<file path="src/hw/rtl/lkc_pkg.sv">
`default_nettype none
// ----------------------------------------------------------------------------
// lkc_pkg
// Shared types and constants for the recency-ordered key counter.
// ----------------------------------------------------------------------------
package lkc_pkg;

    localparam int ENTRIES_DEFAULT = 64;
    localparam int KEY_W           = 32;
    localparam int CNT_W           = 32;
    localparam int POS_W           = 6;
    localparam int OCC_W           = 6;

    localparam logic FUNC_COUNT = 1'b0;
    localparam logic FUNC_READ  = 1'b1;

    typedef enum logic {
        OP_COUNT,
        OP_READ
    } op_t;

    typedef struct packed {
        op_t              op;
        logic [KEY_W-1:0] key;
        logic [POS_W-1:0] position;
    } item_t;

    typedef struct packed {
        logic             valid;
        item_t            item;
    } q_head_t;

    typedef struct packed {
        logic             found;
        logic [KEY_W-1:0] entry_key;
        logic [CNT_W-1:0] entry_count;
        logic             evicted;
        logic [KEY_W-1:0] evicted_key;
        logic [CNT_W-1:0] evicted_count;
        logic [OCC_W-1:0] occupancy;
    } result_t;

endpackage
`default_nettype wire

</file>
<file path="src/hw/rtl/lkc_front.sv">
`default_nettype none
// ----------------------------------------------------------------------------
// lkc_front
// Accepts input beats, classifies the function and queues them for the back.
// ----------------------------------------------------------------------------
module lkc_front
    import lkc_pkg::*;
(
    input  wire logic             clk,
    input  wire logic             rst_n,
    input  wire logic             in_valid,
    output logic                  in_stall,
    input  wire logic             func,
    input  wire logic [KEY_W-1:0] key,
    input  wire logic [POS_W-1:0] position,
    output q_head_t               head,
    input  wire logic             pop
);

    item_t      slot_reg [2];
    logic       wr_ptr_reg;
    logic       wr_ptr_next;
    logic       rd_ptr_reg;
    logic       rd_ptr_next;
    logic [1:0] fill_reg;
    logic [1:0] fill_next;
    logic       push;
    logic       do_pop;
    item_t      new_item;

    always_comb
    begin
        new_item.op       = (func == FUNC_READ) ? OP_READ : OP_COUNT;
        new_item.key      = key;
        new_item.position = position;
    end

    assign in_stall   = (fill_reg == 2'd2);
    assign push       = in_valid && !in_stall;
    assign do_pop     = pop && (fill_reg != 2'd0);
    assign head.valid = (fill_reg != 2'd0);
    assign head.item  = slot_reg[rd_ptr_reg];

    always_comb
    begin
        wr_ptr_next = push ? ~wr_ptr_reg : wr_ptr_reg;
        rd_ptr_next = do_pop ? ~rd_ptr_reg : rd_ptr_reg;
        fill_next   = fill_reg + 2'(push) - 2'(do_pop);
    end

    always_ff @(posedge clk or negedge rst_n)
    begin
        if (!rst_n)
        begin
            wr_ptr_reg <= 1'b0;
            rd_ptr_reg <= 1'b0;
            fill_reg   <= 2'd0;
        end
        else
        begin
            wr_ptr_reg <= wr_ptr_next;
            rd_ptr_reg <= rd_ptr_next;
            fill_reg   <= fill_next;
        end
    end

    always_ff @(posedge clk)
    begin
        if (push)
        begin
            slot_reg[wr_ptr_reg] <= new_item;
        end
    end

    fill_bound: assert property (@(posedge clk) disable iff (!rst_n)
        fill_reg <= 2'd2)
        else $error("queue fill out of range");
    no_pop_empty: assert property (@(posedge clk) disable iff (!rst_n)
        (fill_reg == 2'd0) |=> (fill_reg <= 2'd1))
        else $error("queue fill jumped from empty");
    push_counts: assert property (@(posedge clk) disable iff (!rst_n)
        (push && !do_pop) |=> (fill_reg == $past(fill_reg) + 2'd1))
        else $error("push lost");

endmodule
`default_nettype wire

</file>
<file path="config.mk">
export PLATFORM = sky130hd
export DESIGN_NAME = lkc_front
export DESIGN_NICKNAME = d
export VERILOG_FILES = /design/src/hw/rtl/lkc_pkg.sv /design/src/hw/rtl/lkc_front.sv
export SDC_FILE = /design/constraint.sdc
export NUM_CORES = 1
export LEC_CHECK = 0
export BUFFER_PORTS_ARGS = -buffer_cell sky130_fd_sc_hd__buf_2
export CAP_MARGIN = 5
export CELL_PAD_IN_SITES_DETAIL_PLACEMENT = 0
export CELL_PAD_IN_SITES_GLOBAL_PLACEMENT = 1
export CORE_MARGIN = 1.5
export CORE_UTILIZATION = 39
export CTS_CLUSTER_DIAMETER = 50
export DETAILED_ROUTE_END_ITERATION = 8
export PLACE_DENSITY_LB_ADDON = 0.15
export SLEW_MARGIN = 20
export SYNTH_ARGS = -nofsm -noshare
export SYNTH_HDL_FRONTEND = slang
export SYNTH_SLANG_ARGS = --single-unit
</file>
<file path="constraint.sdc">
create_clock -name clk -period 2.5 [get_ports clk]
set_input_delay 0.125 -clock clk [delete_from_list [all_inputs] [get_ports clk]]
set_output_delay 0.125 -clock clk [all_outputs]
set_load 0.02 [all_outputs]
</file>
==> results of run 1 <==
cell families (layout without fill, tap and decap cells):
| kind of cell | after synthesis | in the layout | synth area share (%) |
|---|---|---|---|
| mux | 39 | 39 | 14.50 |
| fa+ha+maj | 2 | 2 | 0.8260 |
| xor+xnor | 4 | 4 | 1.157 |
| buf+inv | 6 | 144 | 1.735 |
| flops | 82 | 82 | 80.63 |
| simple gates | 6 | 6 | 1.157 |
metrics by stage:
stage	power [W]	util [%]	std cells
6_report	0.004644	57.15	376
5_1_grt	0.004900	57.15	376
2_1_floorplan	0.003122	-	139
4_1_cts	0.004705	57.15	376
3_3_place_gp	0.003582	48.76	320
3_5_place_dp	0.003639	48.76	320
cell usage in the layout, fill, tap and decap left out, drive strengths merged:
master and count:
and2 1, and3 1, buf 86, bufinv 2, clkbuf 9, clkinv 4, clkinvlp 1, dfrtp 4
dlygate4sd3 40, edfxtp 78, ha 2, inv 2, mux2 39, nand2 1, nand2b 1, nor2 1
or2 1, xnor2 3, xor2 1
critical path, stage by stage, from the launching register on:
cell	delay, ns
dfrtp_2	0.67
buf_12	0.24
mux2_2	0.36
buf_2	0.16
synthesized netlist by cell type:
cell type   n
edfxtp_1   78
mux2_2     39
buf_6       4
dfrtp_1     4
xnor2_1     3
ha_1        2
inv_1       2
and2_4      1
and3_1      1
nand2_1     1
nand2b_1    1
nor2_1      1
or2_1       1
xor2_1      1
layout make-up:
cell class / instances / area [µm²] / share of cell area, %
Sequential cell: 82 / 2444 / 58.02
Timing Repair Buffer: 126 / 875.8 / 20.80
Multi-Input combinational cell: 51 / 543.0 / 12.89
Clock buffer: 9 / 123.9 / 2.941
Tap cell: 99 / 123.9 / 2.941
Clock inverter: 7 / 93.84 / 2.228
Inverter: 2 / 7.507 / 0.1783
what timing repair did:
item / in CTS / in global routing
buffers inserted: 0 / 0
endpoints found under the setup margin: 0 / 0
hold buffers: 40 / 0
gates resized for setup: 0 / 0
hold endpoints to repair: 82 / 0
layer usage:
metal  wire length (µm)  vias to the layer above  part of all wire [%]  global-route usage [%]
li1                   -                      806                     -                       -
met1               2160                      815                    39                   16.28
met2               3092                       48                    55                   26.18
met3                255                        9                   4.6                   3.685
met4                 83                        0                   1.5                   7.422
met5                  0                        -                     0                       0
worst paths after layout:
check	endpoint	slack, ns	cells past startpoint
max in group asynchronous	rd_ptr_reg	2.24	2
min	rd_ptr_reg	0.09	3
min in group asynchronous	fill_reg[1]	0.12	2
max reg2reg	fill_reg[1]	0.68	7
max	head[37]	0.60	3
min reg2reg	fill_reg[0]	0.54	1
power groups by stage:
stage	clock network, W	registers, W	logic (W)
finish	0.00101	0.00203	0.00161
global placement	0	0.00204	0.00154
floorplan	0	0.00198	0.00114
CTS	0.00104	0.00203	0.00163
detailed placement	0	0.00206	0.00158
global route	0.00112	0.00206	0.00172
==> impl_metrics.env, run 1 <==
export IMPL_status="finished, final reports clean"
export IMPL_grt_util_all_layers_pct=14.75
export IMPL_synthesis_instances=139
export IMPL_cts_tree="yes"
export IMPL_start_kind="flip-flop"
export IMPL_worstHoldStart="pop"
export IMPL_fin_setup_tns_ns=0
export IMPL_pin_count=84
export IMPL_cp_end_kind="primary output"
export IMPL_fp_dieH_um=91.13
export IMPL_gp_congestion=0.6675
export IMPL_n_antenna_cell=0
export IMPL_dpl_hpwl_um=3599
export IMPL_clk_pin_slew_ns=0.07
export IMPL_worst_slew_pin_slew_ns=0.5430
export IMPL_wl_per_cell_um=14.87
export IMPL_finalSetupViolations=0
export IMPL_die_w_um=91.13
export IMPL_fin_area_um2=4212
export IMPL_pre_cts_slack_ns=0.7147
export IMPL_pwr_share_comb_pct=34.6
export IMPL_largest_reg_flops=78
export IMPL_ant_nets=0
export IMPL_cp_arrival_ns=1.77
export IMPL_slew_viol_final=0
export IMPL_die_area_um2=8305
export IMPL_final_nets=317
export IMPL_p_clk_share_pct=21.8
export IMPL_startpoint="rd_ptr_reg"
export IMPL_hold_slack_ns=0.09279
export IMPL_period_share_pct=75.98
export IMPL_min_path_type="in -> reg"
export IMPL_synth_area_top_cells="edfxtp_1 77%, mux2_2 14%, dfrtp_1 3.3%"
export IMPL_p_seq_share_pct=43.6
export IMPL_rsz0062_at_grt="no"
export IMPL_n_fill_cell=607
export IMPL_internal_power_w=0.003143
export IMPL_h_tree_depth=3
export IMPL_antenna_found_initial=0
export IMPL_p_per_area_nw_per_um2=1103
export IMPL_cts_sinks=82
export IMPL_rows=31
export IMPL_synth_area_per_cell_um2=21.79
export IMPL_fin_crit_ns=1.899
export IMPL_cts_root_buf="clkbuf_8"
export IMPL_io_buffers=83
export IMPL_drt_first_pass_iters=4
export IMPL_drv_cap=0
export IMPL_place_area_um2=3593
export IMPL_cts_inserted_buffers=9
export IMPL_synth_top_cell_area_share_pct=77.32
export IMPL_gr_total_overflow=0
export IMPL_relSlewSlack_pct=63.72
export IMPL_drc=0
export IMPL_synth_seq_area_share_pct=80.63
export IMPL_path_max_fanout=21
export IMPL_fmax_mhz=526.5
export IMPL_vias_per_cell=4.463
export IMPL_num_vias=1678
export IMPL_synth_nets=184
export IMPL_ys_warnings_count=0
export IMPL_routed_wl_um=5591
export IMPL_drtIter0Drc=59
export IMPL_grt_pass1_wl_um=9094
export IMPL_syn2layout_area_growth_pct=39.03
export IMPL_timing_final_ws_setup_ns=0.6006
export IMPL_grt_max_degree=40
export IMPL_syn_area_um2=3029
export IMPL_r2r_start="fill_reg[1]"
export IMPL_p_switching_w=0.001501
export IMPL_crit_required_ns=2.38
export IMPL_coreArea_um2=7370
export IMPL_cts_buffer_depth=2
export IMPL_finalClockSkew_ns=0.005820
export IMPL_ys_ff_latch=82
export IMPL_hold_viol_final=0
export IMPL_switching_share_pct=32.32
export IMPL_drive_above_1_share_pct=51.99
export IMPL_worstSkewPairLatency_ns=0.34
export IMPL_start_util_pct=41.10
export IMPL_total_leakage_power_nw=1.609
export IMPL_max_vdd_ir_drop_uv=648.7
export IMPL_grt_pass1_vias=1906
export IMPL_worstSetupPathType="reg -> out"
export IMPL_synth_largest_area_cell="edfxtp_1"
export IMPL_ys_types=14
Power figures use the tool's default switching activity.
==> run 2, diff against run 1 <==
==> constraint.sdc (replaced) <==
create_clock -name clk -period 1.7 [get_ports clk]
set_input_delay 0.085 -clock clk [delete_from_list [all_inputs] [get_ports clk]]
set_output_delay 0.085 -clock clk [all_outputs]
set_load 0.02 [all_outputs]
==> run 2 against run 1 <==
Sequential power is 43% higher. Clock power is 24% higher. Combinational power is 65% higher. Clock skew is 0.00051 ns higher. Die area stayed put. Hold slack worse by 0.023 ns. Non-clock buffer count is 6 higher. Critical endpoint is now fill_reg[1]. Largest cell class unchanged. Largest power group unchanged.
==> impl_metrics.env, run 2 (same netlist as run 1, synthesis figures left out) <==
export IMPL_min_path_type="in -> async"
export IMPL_period_share_pct=96.27
export IMPL_p_clk_share_pct=18.3
export IMPL_crit_required_ns=1.93
export IMPL_total_leakage_power_nw=1.620
export IMPL_path_max_fanout=3
export IMPL_h_tree_depth=3
export IMPL_switching_share_pct=34.01
export IMPL_syn2layout_area_growth_pct=40.81
export IMPL_status="finished, final reports clean"
export IMPL_largest_reg_flops=78
export IMPL_max_vdd_ir_drop_uv=917.7
export IMPL_gr_total_overflow=0
export IMPL_io_buffers=83
export IMPL_route_met2_wl_um=3002
export IMPL_grt_pass1_vias=1879
export IMPL_start_kind="flip-flop"
export IMPL_worstSkewPairLatency_ns=0.34
export IMPL_cts_sinks=82
export IMPL_p_per_area_nw_per_um2=1597
export IMPL_cts_inserted_buffers=9
export IMPL_routed_wl_um=5756
export IMPL_path_cells="or2_4 > and2_4 > ha_4 > inv_2 > ha_4 > xnor2_2 > xnor2_1"
export IMPL_internal_power_w=0.004495
export IMPL_fin_area_um2=4265
export IMPL_ant_nets=0
export IMPL_path_common_cell="ha_4"
export IMPL_final_common_cell="buf_2"
export IMPL_die_w_um=91.13
export IMPL_reg2reg_to="fill_reg[1]"
export IMPL_cts_tree="yes"
export IMPL_vias_per_cell=4.552
export IMPL_drtIter0Drc=88
export IMPL_p_seq_share_pct=42.7
export IMPL_fmax_mhz=611.0
export IMPL_final_cell_count_no_fill=382
export IMPL_rsz0062_at_grt="no"
export IMPL_drive_above_1_share_pct=55.12
export IMPL_slew_viol_final=0
export IMPL_final_nets=323
export IMPL_cp_slowest_stage_delay_ns=0.41
export IMPL_r2r_cells=7
export IMPL_place_area_um2=3623
export IMPL_wl_met1_um=2398
export IMPL_drv_cap=0
export IMPL_finalClockSkew_ns=0.006329
export IMPL_cts_root_buf="clkbuf_8"
export IMPL_crit_slowest_cell="dfrtp_1"
export IMPL_worstSetupPathType="reg -> reg"
export IMPL_die_area_um2=8305
export IMPL_wl_met3_um=252
export IMPL_critPathCapture="fill_reg[1]"
export IMPL_mostFrequentLayoutCells="83 x buf_2, 78 x edfxtp_1, 40 x dlygate4sd3_1, 39 x mux2_2, 9 x clkbuf_8"
export IMPL_drc=0
export IMPL_hold_viol_final=0
export IMPL_startpoint="fill_reg[1]"
export IMPL_coreArea_um2=7370
export IMPL_grt_util_all_layers_pct=14.69
export IMPL_antenna_found_initial=0
export IMPL_place_inst=322
export IMPL_drt_first_pass_iters=4
export IMPL_pin_count=84
export IMPL_relSlewSlack_pct=84.59
export IMPL_finalSetupViolations=0
export IMPL_pwr_share_comb_pct=39.0
export IMPL_clk_pin_slew_ns=0.08
export IMPL_cp_arrival_ns=1.87
export IMPL_cts_buffer_depth=2
export IMPL_ff2ff_setup_slack_ns=0.06
export IMPL_worst_slew_pin_slew_ns=0.2312
export IMPL_p_switching_w=0.002317
export IMPL_start_util_pct=41.10
export IMPL_num_vias=1739
export IMPL_grt_max_degree=40
export IMPL_gp_congestion=0.6487
export IMPL_grt_pass1_wl_um=9190
export IMPL_fin_crit_ns=1.637
export IMPL_r2r_start="fill_reg[1]"
export IMPL_wl_per_cell_um=15.07
export IMPL_rows=31
export IMPL_cp_end_kind="flip-flop"
export IMPL_dpl_hpwl_um=3623
export IMPL_fp_dieH_um=91.13
export IMPL_n_antenna_cell=0
export IMPL_top_layer="met4"
==> run 2: cell count changes in the layout (fill, tap and decap cells not counted), moves of 2 or more <==
cell	delta
clkinvlp_4	+2
inv_6	+2
ha_4	+2
ha_1	-2
bufinv_16	-2
buf_4	+5
==> run 2: per-stage QoR <==
step | utilization (%) | TNS, ns | setup slack (ns) | power, W | hold slack (ns)
2_1_floorplan | - | 0 | 0.03441 | 0.004605 | -0.2106
3_5_place_dp | 49.17 | -0.02520 | -0.02520 | 0.005425 | -0.1017
5_1_grt | 57.88 | 0 | 0.01852 | 0.007163 | 0.06205
4_1_cts | 57.50 | 0 | 0.01894 | 0.006826 | 0.05604
3_3_place_gp | 49.17 | 0 | 0.06289 | 0.005326 | -0.1063
6_report | 57.88 | 0 | 0.06345 | 0.006811 | 0.06951
==> run 2: area by class of cell <==
class	count	area, µm²
flip-flops and latches	82	2444
well taps	99	123.9
inverters	2	7.507
repair buffers	132	933.4
clock buffers	9	123.9
clock inverters	7	52.55
fillers	605	3104
multi-input cells	51	580.6
==> run 2: worst max-delay path: cells and delay by family, from the launching register on <==
kind | cells | cell delay, ns
buffers and inverters | 1 | 0.04
DFF | 1 | 0.41
and+or+nand+nor | 2 | 0.41
adders and majority gates | 2 | 0.41
xor gates and xnor gates | 2 | 0.25
==> run 2: what timing repair did <==
item,in CTS,in global routing
hold endpoints to repair,82,0
gates resized for setup,3,3
buffers inserted,2,2
pin swaps,3,4
endpoints found under the setup margin,3,1
hold buffers,40,0
==> run 2: per-layer routing <==
metal,vias up,track usage (%)
li1,820,-
met1,863,17.16
met2,48,25.12
met3,8,4.523
met4,0,5.859
met5,-,0
==> run 2: worst min-delay path by stage <==
stage / end / slack [ns] / cells past startpoint
3_3_place_gp: fill_reg[0] / -0.11 / 1
4_1_cts: fill_reg[0] / 0.06 / 2
6_report: fill_reg[0] / 0.07 / 2
3_5_place_dp: fill_reg[0] / -0.10 / 1
2_1_floorplan: fill_reg[0] / -0.21 / 0
5_1_grt: rd_ptr_reg / 0.06 / 2
==> run 2: power by group through the flow <==
stage / clock [W] / sequential, W / combinational (W)
6_report: 0.00125 / 0.00291 / 0.00266
5_1_grt: 0.00137 / 0.00295 / 0.00284
3_3_place_gp: 0 / 0.00294 / 0.00239
3_5_place_dp: 0 / 0.00298 / 0.00245
2_1_floorplan: 0 / 0.00291 / 0.00169
4_1_cts: 0.00128 / 0.00291 / 0.00263
